## config.mk

```make
export PLATFORM = sky130hd
export DESIGN_NAME = quoted_line_tokenizer_flat
export DESIGN_NICKNAME = d
export VERILOG_FILES = /design/src/qlt_pkg.sv /design/src/qlt_if.sv /design/src/qlt_lexer.sv /design/src/qlt_res_queue.sv /design/src/quoted_line_tokenizer.sv /design/src/flat_wrapper.sv
export SDC_FILE = /design/constraint.sdc
export NUM_CORES = 1
export LEC_CHECK = 0
export BUFFER_PORTS_ARGS = -buffer_cell sky130_fd_sc_hd__buf_4
export CAP_MARGIN = 15
export CORE_MARGIN = 2
export CORE_UTILIZATION = 25
export CTS_CLUSTER_SIZE = 12
export DETAILED_ROUTE_END_ITERATION = 16
export PLACE_DENSITY_LB_ADDON = 0.05
export SYNTH_ARGS = -nofsm -noshare
export SYNTH_HDL_FRONTEND = slang
export SYNTH_HIERARCHICAL = 1
export SYNTH_SLANG_ARGS = --single-unit
```

## constraint.sdc

```tcl
create_clock -name clock -period 4.5 [get_ports clock]
set_clock_uncertainty 0.05 [all_clocks]
set_input_delay 0.675 -clock clock [delete_from_list [all_inputs] [get_ports clock]]
set_output_delay 0.675 -clock clock [all_outputs]
set_load 0.05 [all_outputs]
```

## src/qlt_pkg.sv

```systemverilog
// Shared types, codes and character helpers for the quoted line tokenizer.
`default_nettype none
package qlt_pkg;

   // Result kinds
   typedef enum logic [1:0] {
      KIND_BYTE   = 2'd0,
      KIND_END    = 2'd1,
      KIND_SEP    = 2'd2,
      KIND_STATUS = 2'd3
   } kind_type;

   // Line status codes
   typedef enum logic [1:0] {
      ST_OK           = 2'd0,
      ST_QUOTE_AFTER  = 2'd1,
      ST_UNTERMINATED = 2'd2
   } status_type;

   // Running number class of the open token
   typedef enum logic [2:0] {
      CLS_EMPTY   = 3'd0,
      CLS_ZERO    = 3'd1,
      CLS_HEX_PFX = 3'd2,
      CLS_HEX     = 3'd3,
      CLS_OCT     = 3'd4,
      CLS_DEC     = 3'd5,
      CLS_NAN     = 3'd6
   } class_type;

   // Characters with a meaning of their own
   localparam logic [7:0] CH_HASH   = 8'h23;
   localparam logic [7:0] CH_QUOTE  = 8'h22;
   localparam logic [7:0] CH_EQUAL  = 8'h3D;
   localparam logic [7:0] CH_LPAREN = 8'h28;
   localparam logic [7:0] CH_RPAREN = 8'h29;
   localparam logic [7:0] CH_COMMA  = 8'h2C;
   localparam logic [7:0] CH_LOW_X  = 8'h78;
   localparam logic [7:0] CH_ZERO   = 8'h30;
   localparam logic [7:0] CH_SEVEN  = 8'h37;
   localparam logic [7:0] CH_NINE   = 8'h39;

   // Result queue depth
   localparam int QueueDepth = 4;
   localparam int QueuePtrW  = $clog2(QueueDepth);
   localparam int QueueCntW  = $clog2(QueueDepth + 1);

   typedef struct packed {
      kind_type   kind;
      logic [7:0] byte_out;
      logic       token_class;
      status_type status;
      logic       last;
   } rec_type;

   // Up to two results produced by one accepted item
   typedef struct packed {
      logic [1:0] num;
      rec_type    r0;
      rec_type    r1;
   } push_type;

   function automatic logic is_dec(input logic [7:0] c);
      return (c >= CH_ZERO) && (c <= CH_NINE);
   endfunction

   function automatic logic is_oct(input logic [7:0] c);
      return (c >= CH_ZERO) && (c <= CH_SEVEN);
   endfunction

   function automatic logic is_hex(input logic [7:0] c);
      return is_dec(c) || ((c >= 8'h41) && (c <= 8'h46)) || ((c >= 8'h61) && (c <= 8'h66));
   endfunction

   function automatic logic is_space(input logic [7:0] c);
      return (c == 8'h20) || (c == 8'h0A) || (c == 8'h0D) || (c == 8'h09) ||
             (c == 8'h0C) || (c == 8'h0B);
   endfunction

   function automatic logic is_sep(input logic [7:0] c);
      return (c == CH_EQUAL) || (c == CH_LPAREN) || (c == CH_RPAREN) || (c == CH_COMMA);
   endfunction

   function automatic class_type next_class(input class_type cls, input logic [7:0] c);
      class_type nxt;
      unique case (cls)
         CLS_EMPTY:           nxt = (c == CH_ZERO) ? CLS_ZERO : (is_dec(c) ? CLS_DEC : CLS_NAN);
         CLS_ZERO:            nxt = (c == CH_LOW_X) ? CLS_HEX_PFX : (is_oct(c) ? CLS_OCT : CLS_NAN);
         CLS_HEX_PFX, CLS_HEX: nxt = is_hex(c) ? CLS_HEX : CLS_NAN;
         CLS_OCT:             nxt = is_oct(c) ? CLS_OCT : CLS_NAN;
         CLS_DEC:             nxt = is_dec(c) ? CLS_DEC : CLS_NAN;
         default:             nxt = CLS_NAN;
      endcase
      return nxt;
   endfunction

   function automatic logic class_is_number(input class_type cls);
      return (cls == CLS_ZERO) || (cls == CLS_HEX) || (cls == CLS_OCT) || (cls == CLS_DEC);
   endfunction

   function automatic rec_type make_rec(input kind_type kind, input logic [7:0] b,
                                        input logic cls, input status_type st);
      rec_type r;
      r.kind        = kind;
      r.byte_out    = b;
      r.token_class = cls;
      r.status      = st;
      r.last        = 1'b0;
      return r;
   endfunction

endpackage
`default_nettype wire

```

## src/qlt_if.sv

```systemverilog
// Handshake channels for request characters and tokenizer results.
`default_nettype none
interface qlt_req_if;
   logic       valid;
   logic       ready;
   logic [7:0] ch;
   logic       is_line_end;

   modport source (output valid, output ch, output is_line_end, input ready);
   modport sink   (input valid, input ch, input is_line_end, output ready);
endinterface

interface qlt_rsp_if;
   logic       valid;
   logic       ready;
   logic [1:0] kind;
   logic [7:0] byte_out;
   logic       token_class;
   logic [1:0] status;
   logic       last;

   modport source (output valid, output kind, output byte_out, output token_class,
                   output status, output last, input ready);
   modport sink   (input valid, input kind, input byte_out, input token_class,
                   input status, input last, output ready);
endinterface
`default_nettype wire

```

## src/qlt_lexer.sv

```systemverilog
// Per-character lexer state and decode of up to two results per item.
`default_nettype none
module qlt_lexer (
   input  wire logic           clock,
   input  wire logic           reset,
   input  wire logic           accept,
   input  wire logic [7:0]     ch,
   input  wire logic           is_line_end,
   output qlt_pkg::push_type   push
);
   import qlt_pkg::*;

   logic       in_quoted_ff, in_quoted_in;
   logic       skip_rest_ff, skip_rest_in;
   status_type line_error_ff, line_error_in;
   logic       token_open_ff, token_open_in;
   class_type  number_class_ff, number_class_in;

   rec_type    res [2];
   logic [1:0] cnt;
   logic       cls_num;
   status_type st;

   // Decode one item against the current line state
   always_comb begin
      in_quoted_in    = in_quoted_ff;
      skip_rest_in    = skip_rest_ff;
      line_error_in   = line_error_ff;
      token_open_in   = token_open_ff;
      number_class_in = number_class_ff;
      res[0]          = '0;
      res[1]          = '0;
      cnt             = 2'd0;
      cls_num         = class_is_number(number_class_ff);
      st              = ST_OK;

      if (is_line_end) begin
         if (skip_rest_ff) begin
            st = line_error_ff;
         end else if (in_quoted_ff) begin
            st = ST_UNTERMINATED;
         end else begin
            st = ST_OK;
            if (token_open_ff) begin
               res[cnt[0]] = make_rec(KIND_END, 8'h00, cls_num, ST_OK);
               cnt         = cnt + 2'd1;
            end
         end
         res[cnt[0]]     = make_rec(KIND_STATUS, 8'h00, 1'b0, st);
         cnt             = cnt + 2'd1;
         in_quoted_in    = 1'b0;
         skip_rest_in    = 1'b0;
         line_error_in   = ST_OK;
         token_open_in   = 1'b0;
         number_class_in = CLS_EMPTY;
      end else if (skip_rest_ff) begin
         cnt = 2'd0;
      end else if (in_quoted_ff) begin
         if (ch == CH_QUOTE) begin
            res[0]          = make_rec(KIND_END, 8'h00, 1'b0, ST_OK);
            cnt             = 2'd1;
            in_quoted_in    = 1'b0;
            token_open_in   = 1'b0;
            number_class_in = CLS_EMPTY;
         end else begin
            res[0] = make_rec(KIND_BYTE, ch, 1'b0, ST_OK);
            cnt    = 2'd1;
         end
      end else if (ch == CH_QUOTE) begin
         if (token_open_ff) begin
            line_error_in = ST_QUOTE_AFTER;
            skip_rest_in  = 1'b1;
         end else begin
            in_quoted_in    = 1'b1;
            token_open_in   = 1'b1;
            number_class_in = CLS_EMPTY;
         end
      end else if (ch == CH_HASH || is_space(ch) || is_sep(ch)) begin
         // Close any open token, then handle the delimiter itself
         if (token_open_ff) begin
            res[cnt[0]] = make_rec(KIND_END, 8'h00, cls_num, ST_OK);
            cnt         = cnt + 2'd1;
         end
         token_open_in   = 1'b0;
         number_class_in = CLS_EMPTY;
         if (ch == CH_HASH) begin
            skip_rest_in = 1'b1;
         end else if (is_sep(ch)) begin
            res[cnt[0]] = make_rec(KIND_SEP, ch, 1'b0, ST_OK);
            cnt         = cnt + 2'd1;
         end
      end else begin
         res[0]          = make_rec(KIND_BYTE, ch, 1'b0, ST_OK);
         cnt             = 2'd1;
         number_class_in = next_class(number_class_ff, ch);
         token_open_in   = 1'b1;
      end

      // Flag the final result of this item
      if (cnt == 2'd1) begin
         res[0].last = 1'b1;
      end else if (cnt == 2'd2) begin
         res[1].last = 1'b1;
      end
   end

   assign push.num = accept ? cnt : 2'd0;
   assign push.r0  = res[0];
   assign push.r1  = res[1];

   // Advance line state on each accepted item
   always_ff @(posedge clock) begin
      if (reset) begin
         in_quoted_ff    <= 1'b0;
         skip_rest_ff    <= 1'b0;
         line_error_ff   <= ST_OK;
         token_open_ff   <= 1'b0;
         number_class_ff <= CLS_EMPTY;
      end else if (accept) begin
         in_quoted_ff    <= in_quoted_in;
         skip_rest_ff    <= skip_rest_in;
         line_error_ff   <= line_error_in;
         token_open_ff   <= token_open_in;
         number_class_ff <= number_class_in;
      end
   end

endmodule
`default_nettype wire

```

## src/qlt_res_queue.sv

```systemverilog
// Small result queue: takes up to two results a cycle, delivers one.
`default_nettype none
module qlt_res_queue (
   input  wire logic                      clock,
   input  wire logic                      reset,
   input  qlt_pkg::push_type              push,
   input  wire logic                      pop,
   output qlt_pkg::rec_type               head,
   output logic                           not_empty,
   output logic [qlt_pkg::QueueCntW-1:0]  count
);
   import qlt_pkg::*;

   rec_type              entry_ff [QueueDepth];
   logic [QueuePtrW-1:0] wr_ptr_ff, wr_ptr_in;
   logic [QueuePtrW-1:0] rd_ptr_ff, rd_ptr_in;
   logic [QueueCntW-1:0] count_ff, count_in;
   logic [QueuePtrW-1:0] wr_next;

   assign wr_next = wr_ptr_ff + QueuePtrW'(1);

   // Advance pointers and occupancy
   always_comb begin
      wr_ptr_in = wr_ptr_ff + QueuePtrW'(push.num);
      rd_ptr_in = rd_ptr_ff + QueuePtrW'(pop);
      count_in  = count_ff + QueueCntW'(push.num) - QueueCntW'(pop);
   end

   always_ff @(posedge clock) begin
      if (reset) begin
         wr_ptr_ff <= '0;
         rd_ptr_ff <= '0;
         count_ff  <= '0;
      end else begin
         wr_ptr_ff <= wr_ptr_in;
         rd_ptr_ff <= rd_ptr_in;
         count_ff  <= count_in;
      end
   end

   // Store results at the tail
   always_ff @(posedge clock) begin
      if (push.num != 2'd0) begin
         entry_ff[wr_ptr_ff] <= push.r0;
      end
      if (push.num == 2'd2) begin
         entry_ff[wr_next] <= push.r1;
      end
   end

   assign head      = entry_ff[rd_ptr_ff];
   assign not_empty = (count_ff != '0);
   assign count     = count_ff;

endmodule
`default_nettype wire

```

## src/quoted_line_tokenizer.sv

```systemverilog
// Top level of the quoted line tokenizer.
// Takes one character per item (or a terminator item) and streams token bytes, token ends
// with a number/string class, separator tokens and a line status on the result channel.
// Each item is decoded combinationally against the line state and its results are
// written into a four-entry result queue; the first result can be taken the cycle after
// the item is accepted. An item is accepted every cycle while the queue has room for two
// results, so items that give at most one result flow at one per cycle while results are
// taken; an item that gives two results (token end plus separator, or token end plus line
// status) needs the single result port for each result; that port sets the sustained rate.
`default_nettype none
module quoted_line_tokenizer (
   input  wire logic  clock,
   input  wire logic  reset,
   qlt_req_if.sink    req_chan,
   qlt_rsp_if.source  rsp_chan
);
   import qlt_pkg::*;

   logic                 accept;
   logic                 pop;
   push_type             push;
   rec_type              head;
   logic                 not_empty;
   logic [QueueCntW-1:0] count;

   // Take an item while two queue slots are free
   assign req_chan.ready = (count <= QueueCntW'(QueueDepth - 2));
   assign accept         = req_chan.valid && req_chan.ready;
   assign pop            = rsp_chan.valid && rsp_chan.ready;

   qlt_lexer u_lexer (
      .clock       (clock),
      .reset       (reset),
      .accept      (accept),
      .ch          (req_chan.ch),
      .is_line_end (req_chan.is_line_end),
      .push        (push)
   );

   qlt_res_queue u_queue (
      .clock     (clock),
      .reset     (reset),
      .push      (push),
      .pop       (pop),
      .head      (head),
      .not_empty (not_empty),
      .count     (count)
   );

   assign rsp_chan.valid       = not_empty;
   assign rsp_chan.kind        = head.kind;
   assign rsp_chan.byte_out    = head.byte_out;
   assign rsp_chan.token_class = head.token_class;
   assign rsp_chan.status      = head.status;
   assign rsp_chan.last        = head.last;

endmodule
`default_nettype wire

```

## src/flat_wrapper.sv

```systemverilog
// flat-port wrapper written by rule: the top's interface ports become plain ports
module quoted_line_tokenizer_flat import qlt_pkg::*;
  (clock, reset, req_chan_valid, req_chan_ch, req_chan_is_line_end, req_chan_ready, rsp_chan_valid, rsp_chan_kind, rsp_chan_byte_out, rsp_chan_token_class, rsp_chan_status, rsp_chan_last, rsp_chan_ready);
  qlt_req_if req_chan_i ();
  qlt_rsp_if rsp_chan_i ();
  input  wire logic clock;
  input  wire logic reset;
  input wire logic [$bits(req_chan_i.valid)-1:0] req_chan_valid;
  input wire logic [$bits(req_chan_i.ch)-1:0] req_chan_ch;
  input wire logic [$bits(req_chan_i.is_line_end)-1:0] req_chan_is_line_end;
  output wire logic [$bits(req_chan_i.ready)-1:0] req_chan_ready;
  output wire logic [$bits(rsp_chan_i.valid)-1:0] rsp_chan_valid;
  output wire logic [$bits(rsp_chan_i.kind)-1:0] rsp_chan_kind;
  output wire logic [$bits(rsp_chan_i.byte_out)-1:0] rsp_chan_byte_out;
  output wire logic [$bits(rsp_chan_i.token_class)-1:0] rsp_chan_token_class;
  output wire logic [$bits(rsp_chan_i.status)-1:0] rsp_chan_status;
  output wire logic [$bits(rsp_chan_i.last)-1:0] rsp_chan_last;
  input wire logic [$bits(rsp_chan_i.ready)-1:0] rsp_chan_ready;
  assign req_chan_i.valid = req_chan_valid;
  assign req_chan_i.ch = req_chan_ch;
  assign req_chan_i.is_line_end = req_chan_is_line_end;
  assign req_chan_ready = req_chan_i.ready;
  assign rsp_chan_valid = rsp_chan_i.valid;
  assign rsp_chan_kind = rsp_chan_i.kind;
  assign rsp_chan_byte_out = rsp_chan_i.byte_out;
  assign rsp_chan_token_class = rsp_chan_i.token_class;
  assign rsp_chan_status = rsp_chan_i.status;
  assign rsp_chan_last = rsp_chan_i.last;
  assign rsp_chan_i.ready = rsp_chan_ready;
  quoted_line_tokenizer u_core (.clock(clock), .reset(reset), .req_chan(req_chan_i), .rsp_chan(rsp_chan_i));
endmodule
```

==> results of run 1 <==
==> state kept, by name, summed over array words and instances (netlist names) <==
name	flops
u_core/u_lexer/line_error_ff	1
u_core/u_lexer/number_class_ff	3
u_core/u_lexer/skip_rest_ff	1
u_core/u_lexer/in_quoted_ff	1
u_core/u_lexer/token_open_ff	1
u_core/u_queue/count	3
u_core/u_queue/entry_ff	56
u_core/u_queue/wr_ptr_ff	2
u_core/u_queue/rd_ptr_ff	2
==> cells in the final DEF, fill, tap and decap left out, types with 2 or more instances in the layout <==
cell       netlist  layout
nor3_1           4       4
mux4_2          14      14
o32ai_1          4       4
nand3_1          7       7
clkinv_2         0       2
clkbuf_16        0       9
edfxtp_1        56      56
a211oi_1         2       2
a21oi_1          6       6
nand4bb_1        2       2
mux2_2          34      34
bufinv_16        0       2
nor3b_1          5       5
xnor2_1          2       2
nor2b_1          5       5
ha_1             7       7
nand4_1          2       2
nor4bb_1         5       3
nor4b_1          3       3
a21o_1           2       2
nand2b_1         2       2
dfxtp_1         14      14
o21ai_0          9       9
nor4bb_4         0       2
mux2_1          22      22
or3_1            3       3
a21oi_2          2       2
nand2_1         13      13
inv_1           16      16
a211oi_2         2       2
conb_1           1       6
and3_1           7       7
and2_1           7       7
buf_4           11      40
nor2_1          20      20
mux2i_1          2       2
==> critical path: cells and delay by family <==
family,cells,cell delay (ns)
simple gates,4,1.32
compound gates,2,0.62
fa+ha+maj,1,0.19
mux,1,0.05
buf+inv,3,0.69
==> area by class of cell <==
cell class	instances	area [um^2]
clock buffers	10	229.0
clock inverters	6	86.33
fillers	1677	11560
inverters	16	60.06
multi-input cells	223	2056
flip-flops and latches	70	1962
well taps	220	275.3
repair buffers	40	300.3
==> metrics by stage <==
step	utilization (%)	cells	total power [W]	setup WS, ns
after floorplan	-	336	0.001484	0.5625
after global placement	28.16	569	0.001725	0.5955
after detailed placement	28.16	569	0.001728	0.5435
after CTS	30.07	585	0.002511	0.8923
after global routing	30.07	585	0.002602	0.7040
final	30.07	585	0.002459	0.9089
==> cells by family after synthesis <==
group | count (synthesis)
buffers and inverters | 43
XOR/XNOR | 5
other | 1
AO/OA/AOI/OAI | 40
multiplexers | 72
AND/OR/NAND/NOR | 92
flip-flops | 70
adder cells (fa/ha/maj) | 8
==> routing by layer <==
layer | global-route usage (%) | vias to the layer above
li1 | - | 1309
met1 | 17.77 | 1344
met2 | 21.31 | 37
met3 | 2.664 | 11
met4 | 4.255 | 0
met5 | 0 | -
==> path summary, 6_finish.rpt <==
path / from / to / slack (ns) / depth (start not counted)
max: req_chan_ch[1] / u_core/u_queue/entry_ff[2][6]$_DFFE_PP_ / 0.91 / 11
min: u_core/u_lexer/line_error_ff[0]$_SDFFE_PP0P_ / u_core/u_lexer/line_error_ff[0]$_SDFFE_PP0P_ / 0.52 / 2
max reg2reg: u_core/u_lexer/token_open_ff$_SDFFE_PP0P_ / u_core/u_queue/entry_ff[2][6]$_DFFE_PP_ / 1.33 / 9
min reg2reg: u_core/u_lexer/line_error_ff[0]$_SDFFE_PP0P_ / u_core/u_lexer/line_error_ff[0]$_SDFFE_PP0P_ / 0.52 / 2
==> power breakdown <==
part           internal [W]  leakage [nW]  total (W)  switching, W
sequential         0.000801         0.641   0.000863     0.0000617
combinational      0.000326          1.03   0.000833      0.000507
clock              0.000484         0.152   0.000763      0.000279
total               0.00161          1.83    0.00246      0.000848
==> reports/qor.yml, run 1 <==
yosys:
  syn_inst: 331
  seq_area_frac_synth_pct: 46.67
  synth_top_family_by_area: "multiplexers"
  synth.most_common_cell: "edfxtp_1"
  synth_fa_ha_area_share_pct: 2.560
  yosysWarnings: 6
  yosys.cell_types.count: 59
  synth_seq_cells: 70
  synthTopCellsByArea: "edfxtp_1, mux2_2, mux4_2"
  synth.cell_area_mm2: 0.004204
  netlist.top_cell.by_area: "edfxtp_1"
  synth_compound_area_share_pct: 6.964
  syn_avg_cell_area_um2: 12.70
  synth_edf_count: 56
  async_flop_share_pct: 0
  synth_xor_xnor_area_share_pct: 1.726
  synthMuxAreaShare_pct: 22.98
  ys_top_cells_by_count: "edfxtp_1, mux2_2, mux2_1"
  synth_top_area_share_pct: 40.00
  synth_simple_gate_area_share_pct: 13.30
  ys.flop_type: "edfxtp_1"
global_routing:
  antenna_found_initial: 0
  grt_use_total_pct: 13.19
  overflow: 0
  grt_start_max_net_pins: 17
  grt_pass1_vias: 2883
  grt_pass1_wl_um: 17350
clocking:
  postCtsHoldBufs: 0
  cts_sinks: 70
  htreeDepth: 3
  numCtsBuffers: 9
  post_cts_buffers: 0
  cts_tree: "done"
  clockBufferDepth: 2
  insertion_delay_ns: 0.33
  clockRootBuffer: "clkbuf_16"
  path_clk_slew_ns: 0.06
  cts_resized: 0
floorplanning:
  die_w_um: 133.7
  dieArea_mm2: 0.01787
  rows: 47
  fp.dieH_um: 133.7
  start_util_pct: 25.44
  io_pins: 29
  coreArea_mm2: 0.01652
detailed_routing:
  dr.pass1.iters: 4
  drt-total-wl_um: 10770
  ant_nets: 0
  dr_wl_met3_um: 342
  highest_layer: "met4"
  wl_per_cell_um: 18.41
  vias_per_cell: 4.617
  drcViolationCount: 0
  first_iter_violations: 72
  route.met2.wl_um: 5139
  via_count: 2701
  wl_met1_um: 5147
finish:
  syn_to_final_growth_pct: 18.18
  final_area_mm2: 0.004969
  diodes: 0
  fin_nets: 381
  drive_above_1_share_pct: 31.78
setup_path:
  cp_common_cell: "buf_4"
  crit_chain: "buf_4, nand4bb_1, a211oi_2, ha_1, mux2i_1, or4_1, and3_1, nor4bb_4, buf_4, o21bai_1, buf_4"
  cpMaxStageDelayCell: "a211oi_2"
  cp_slowest_stage_delay_ns: 0.47
  critPathCaptureType: "flop"
  critPathKind: "primary input to flop"
  cp-start-kind: "primary input"
  required_ns: 4.47
  worst-path-max-fanout: 15
  arrival_ns: 3.56
timing:
  whs_ns: 0.5173
  tightestPinTransition_ns: 0.8811
  max_freq_mhz: 278.5
  setup_violations: 0
  hold_viol_final: 0
  post-route-period-util_pct: 79.80
  drv_slew: 0
  fin_crit_ns: 3.591
  max_slew_margin_pct: 41.18
  tns_ns: 0
  grt_setup_unrepaired: "false"
pwr:
  power.leakage_nw: 1.828
  vdd_drop_max_v: 0.0001776
  powerDensity_mw_per_mm2: 495.0
job:
  drv_cap: 0
place:
  place.gp.congestion: 0.7607
  dpl.hpwl_um: 7211
  port_buffers: 28
  placedInstanceArea_mm2: 0.004653
run_status:
  status: "finished clean"
min_path:
  hold_path.class: "flop to flop"
No activity file was read; power rests on OpenSTA's default activity.
==> run 2, diff against run 1 <==
--- a/config.mk
+++ b/config.mk
@@ -5,6 +5,7 @@
 export SDC_FILE = /design/constraint.sdc
 export NUM_CORES = 1
 export LEC_CHECK = 0
+export ABC_AREA = 1
 export BUFFER_PORTS_ARGS = -buffer_cell sky130_fd_sc_hd__buf_4
 export CAP_MARGIN = 15
 export CORE_MARGIN = 2
==> constraint.sdc (replaced) <==
create_clock -name clock -period 2.9 [get_ports clock]
set_clock_uncertainty 0.05 [all_clocks]
set_input_delay 0.435 -clock clock [delete_from_list [all_inputs] [get_ports clock]]
set_output_delay 0.435 -clock clock [all_outputs]
set_load 0.05 [all_outputs]
==> run 2 against run 1 <==
Effect of this change: first-iteration DRC count rose to 2.7 times the previous value; routed wire length rose by 13%; critical path type is now flop to flop; sequential cell count did not move; global-route usage barely moved; utilization rose by 1.9 points; sequential share of layout area fell by 5.3 points; cell count rose by 50%; cell area rose by 16%; clock-buffer cell count fell by 1; sequential power rose by 60%.
==> reports/qor.yml, run 2 <==
timing:
  tightestPinTransition_ns: 0.6980  # -0.1831 ns
  tns_ns: 0  # unchanged
  whs_ns: 0.2927  # -0.2246 ns
  setup_slack_ns: 0.3321  # -0.5768 ns
  fin_crit_ns: 2.568
  max_freq_mhz: 389.4
  max_slew_margin_pct: 52.97  # +12 points
  setup_violations: 0  # unchanged
  post-route-period-util_pct: 88.55
  drv_slew: 0  # unchanged
  grt_setup_unrepaired: "false"
  hold_viol_final: 0  # unchanged
setup_path:
  cpMaxStageDelayCell: "fa_1"
  cp-start-kind: "flop"
  cp_num_buf_inv: 5  # +2
  cp_common_cell: "inv_2"
  cp_top_family: "simple AND/OR/NAND/NOR gates"
  worst-path-max-fanout: 6  # -9
  arrival_ns: 2.79  # -0.77 ns
  crit_chain: "nor2_2, inv_2, nor2_2, inv_1, nor2_1, nand3_1, nand2_2, inv_2, nor2_1, inv_2, ha_1, fa_1, inv_1, nand2_1, a21oi_1"
  cp_slowest_stage_delay_ns: 0.45  # -0.02 ns
  required_ns: 3.12  # -1.35 ns
  critPathKind: "flop to flop"
  critPathCaptureType: "flop"
finish:
  final_util_pct: 31.97  # +1.9 points
  largest_reg_flops: 56  # unchanged
  diodes: 0  # unchanged
  drive_above_1_share_pct: 24.65  # -7.1 points
  layout_common_cells: "nand2_1, inv_1, buf_4, edfxtp_1, nor2_1"
  final_area_mm2: 0.005743  # +16%
  largestRegisters: "u_core/u_queue/entry_ff (56), u_core/u_lexer/number_class_ff (3), u_core/u_queue/count (3)"
  regMostFlops: "u_core/u_queue/entry_ff"
  final_common_cell: "nand2_1"
  syn_to_final_growth_pct: 25.34
  fin_nets: 665  # +75%
  fill_cells: 1959  # +17%
global_routing:
  antenna_found_initial: 0  # unchanged
  grt_use_total_pct: 13.23  # +0.039 points
  grt_start_max_net_pins: 36  # +19
  grt_pass1_wl_um: 20020  # +15%
  grt_use_met2_pct: 22.65  # +1.3 points
  grt.met1_usage_pct: 16.31  # -1.5 points
  overflow: 0  # unchanged
  use_met3_pct: 3.131  # +0.47 points
  top_usage_layer: "met2"
  grt_pass1_vias: 3904  # +35%
clocking:
  postCtsHoldBufs: 0  # unchanged
  clockBufferDepth: 2  # unchanged
  cts_tree: "done"
  cts_sinks: 70  # unchanged
  numCtsBuffers: 9  # unchanged
  htreeDepth: 3  # unchanged
  cts_resized: 0  # unchanged
  post_cts_buffers: 0  # unchanged
  path_clk_slew_ns: 0.06  # about the same
  clockRootBuffer: "clkbuf_16"
  insertion_delay_ns: 0.34  # about the same
pwr:
  powerDensity_mw_per_mm2: 782.3  # +58%
  vdd_drop_max_v: 0.0003652  # +110%
  power.leakage_nw: 2.380  # +30%
floorplanning:
  start_util_pct: 25.51  # +0.066 points
  dieArea_mm2: 0.01943  # +8.7%
  io_pins: 29  # unchanged
  rows: 49  # +4.3%
  coreArea_mm2: 0.01796  # +8.7%
  fp.dieH_um: 139.4  # +4.3%
  die_w_um: 139.4  # +4.3%
yosys:
  ys.flop_type: "edfxtp_1"
  synthTopCellsByArea: "edfxtp_1, nand2_1, inv_1"
  synth_edf_count: 56  # unchanged
  yosys.cell_types.count: 35  # -41%
  async_flop_share_pct: 0  # unchanged
  yosysWarnings: 6  # unchanged
  netlist.top_cell.by_area: "edfxtp_1"
  synth_top_area_share_pct: 36.70  # -3.3 points
  synth.most_common_cell: "nand2_1"
  syn_avg_cell_area_um2: 7.779  # -39%
  ys_top_cells_by_count: "nand2_1, inv_1, edfxtp_1"
  synth_seq_cells: 70  # unchanged
  seq_area_frac_synth_pct: 42.82  # -3.8 points
  syn_inst: 589  # +78%
  synth.cell_area_mm2: 0.004582  # +9.0%
run_status:
  status: "finished clean"
place:
  place.gp.congestion: 0.8388  # +10%
  placedInstanceArea_mm2: 0.005398  # +16%
  dpl.hpwl_um: 8712  # +21%
  port_buffers: 28  # unchanged
  dp_slack_ns: -0.04706  # -0.5906 ns
job:
  drv_cap: 0  # unchanged
min_path:
  hold_path.class: "primary input to flop"
detailed_routing:
  dr.pass1.iters: 4  # unchanged
  wl_per_cell_um: 13.85  # -25%
  first_iter_violations: 195  # +170%
  via_count: 3843  # +42%
  drcViolationCount: 0  # unchanged
  drt-total-wl_um: 12160  # +13%
  ant_nets: 0  # unchanged
  vias_per_cell: 4.377  # -5.2%
-- run 2: final cells by class --
class,count,area [um^2],share of cell area (%)
clock buffers,9,225.2,3.922
clock inverters,7,120.1,2.091
inverters,102,385.4,6.710
multi-input cells,394,2122,36.95
flip-flops and latches,70,1963,34.18
well taps,229,286.5,4.989
repair buffers,67,640.6,11.15
-- run 2: worst paths after layout --
kind | start | to | slack (ns) | depth (start not counted)
setup / recovery | u_core/u_lexer/skip_rest_ff$_SDFFE_PP0P_ | u_core/u_queue/count[2]$_SDFF_PP0_ | 0.33 | 15
hold / removal | req_chan_is_line_end | u_core/u_lexer/line_error_ff[0]$_SDFFE_PP0P_ | 0.29 | 2
setup reg to reg | u_core/u_lexer/skip_rest_ff$_SDFFE_PP0P_ | u_core/u_queue/count[2]$_SDFF_PP0_ | 0.33 | 15
hold reg to reg | u_core/u_lexer/number_class_ff[1]$_SDFFE_PP0P_ | u_core/u_lexer/number_class_ff[1]$_SDFFE_PP0P_ | 0.43 | 2
-- run 2: per-layer routing --
layer | vias up | part of all wire, %
li1 | 2022 | -
met1 | 1756 | 48
met2 | 50 | 47
met3 | 15 | 2.9
met4 | 0 | 1.8
met5 | - | 0
-- run 2: kinds of logic (layout without fill, tap and decap cells) --
kind of cell | count (synthesis) | after routing | share of synthesized area (%)
XOR/XNOR | 1 | 1 | 0.1912
other | 1 | 6 | 0.08184
adder cells (fa/ha/maj) | 8 | 8 | 2.348
flip-flops | 70 | 70 | 42.82
buffers and inverters | 130 | 185 | 12.81
AO/OA/AOI/OAI | 130 | 130 | 17.72
AND/OR/NAND/NOR | 249 | 249 | 24.03
-- run 2: worst reg2reg max path, cell delays in order (launching register included) --
cell and delay, ns:
dfxtp_1 0.38, nor2_2 0.18, inv_2 0.09, nor2_2 0.10, inv_1 0.04, nor2_1 0.13
nand3_1 0.13, nand2_2 0.10, inv_2 0.04, nor2_1 0.16, inv_2 0.09, ha_1 0.32
fa_1 0.45, inv_1 0.07, nand2_1 0.06, a21oi_1 0.11
-- run 2: stage by stage --
stage / power, W / std cells
2_1_floorplan: 0.002643 / 594
3_3_place_gp: 0.003248 / 862
3_5_place_dp: 0.003255 / 862
4_1_cts: 0.004576 / 878
5_1_grt: 0.004790 / 878
6_report: 0.004493 / 878
-- run 2: where the power goes --
group	internal, W	leakage, nW	switching (W)
Combinational	0.000591	1.58	0.00123
Clock	0.000843	0.166	0.000448
Sequential	0.00127	0.634	0.000114
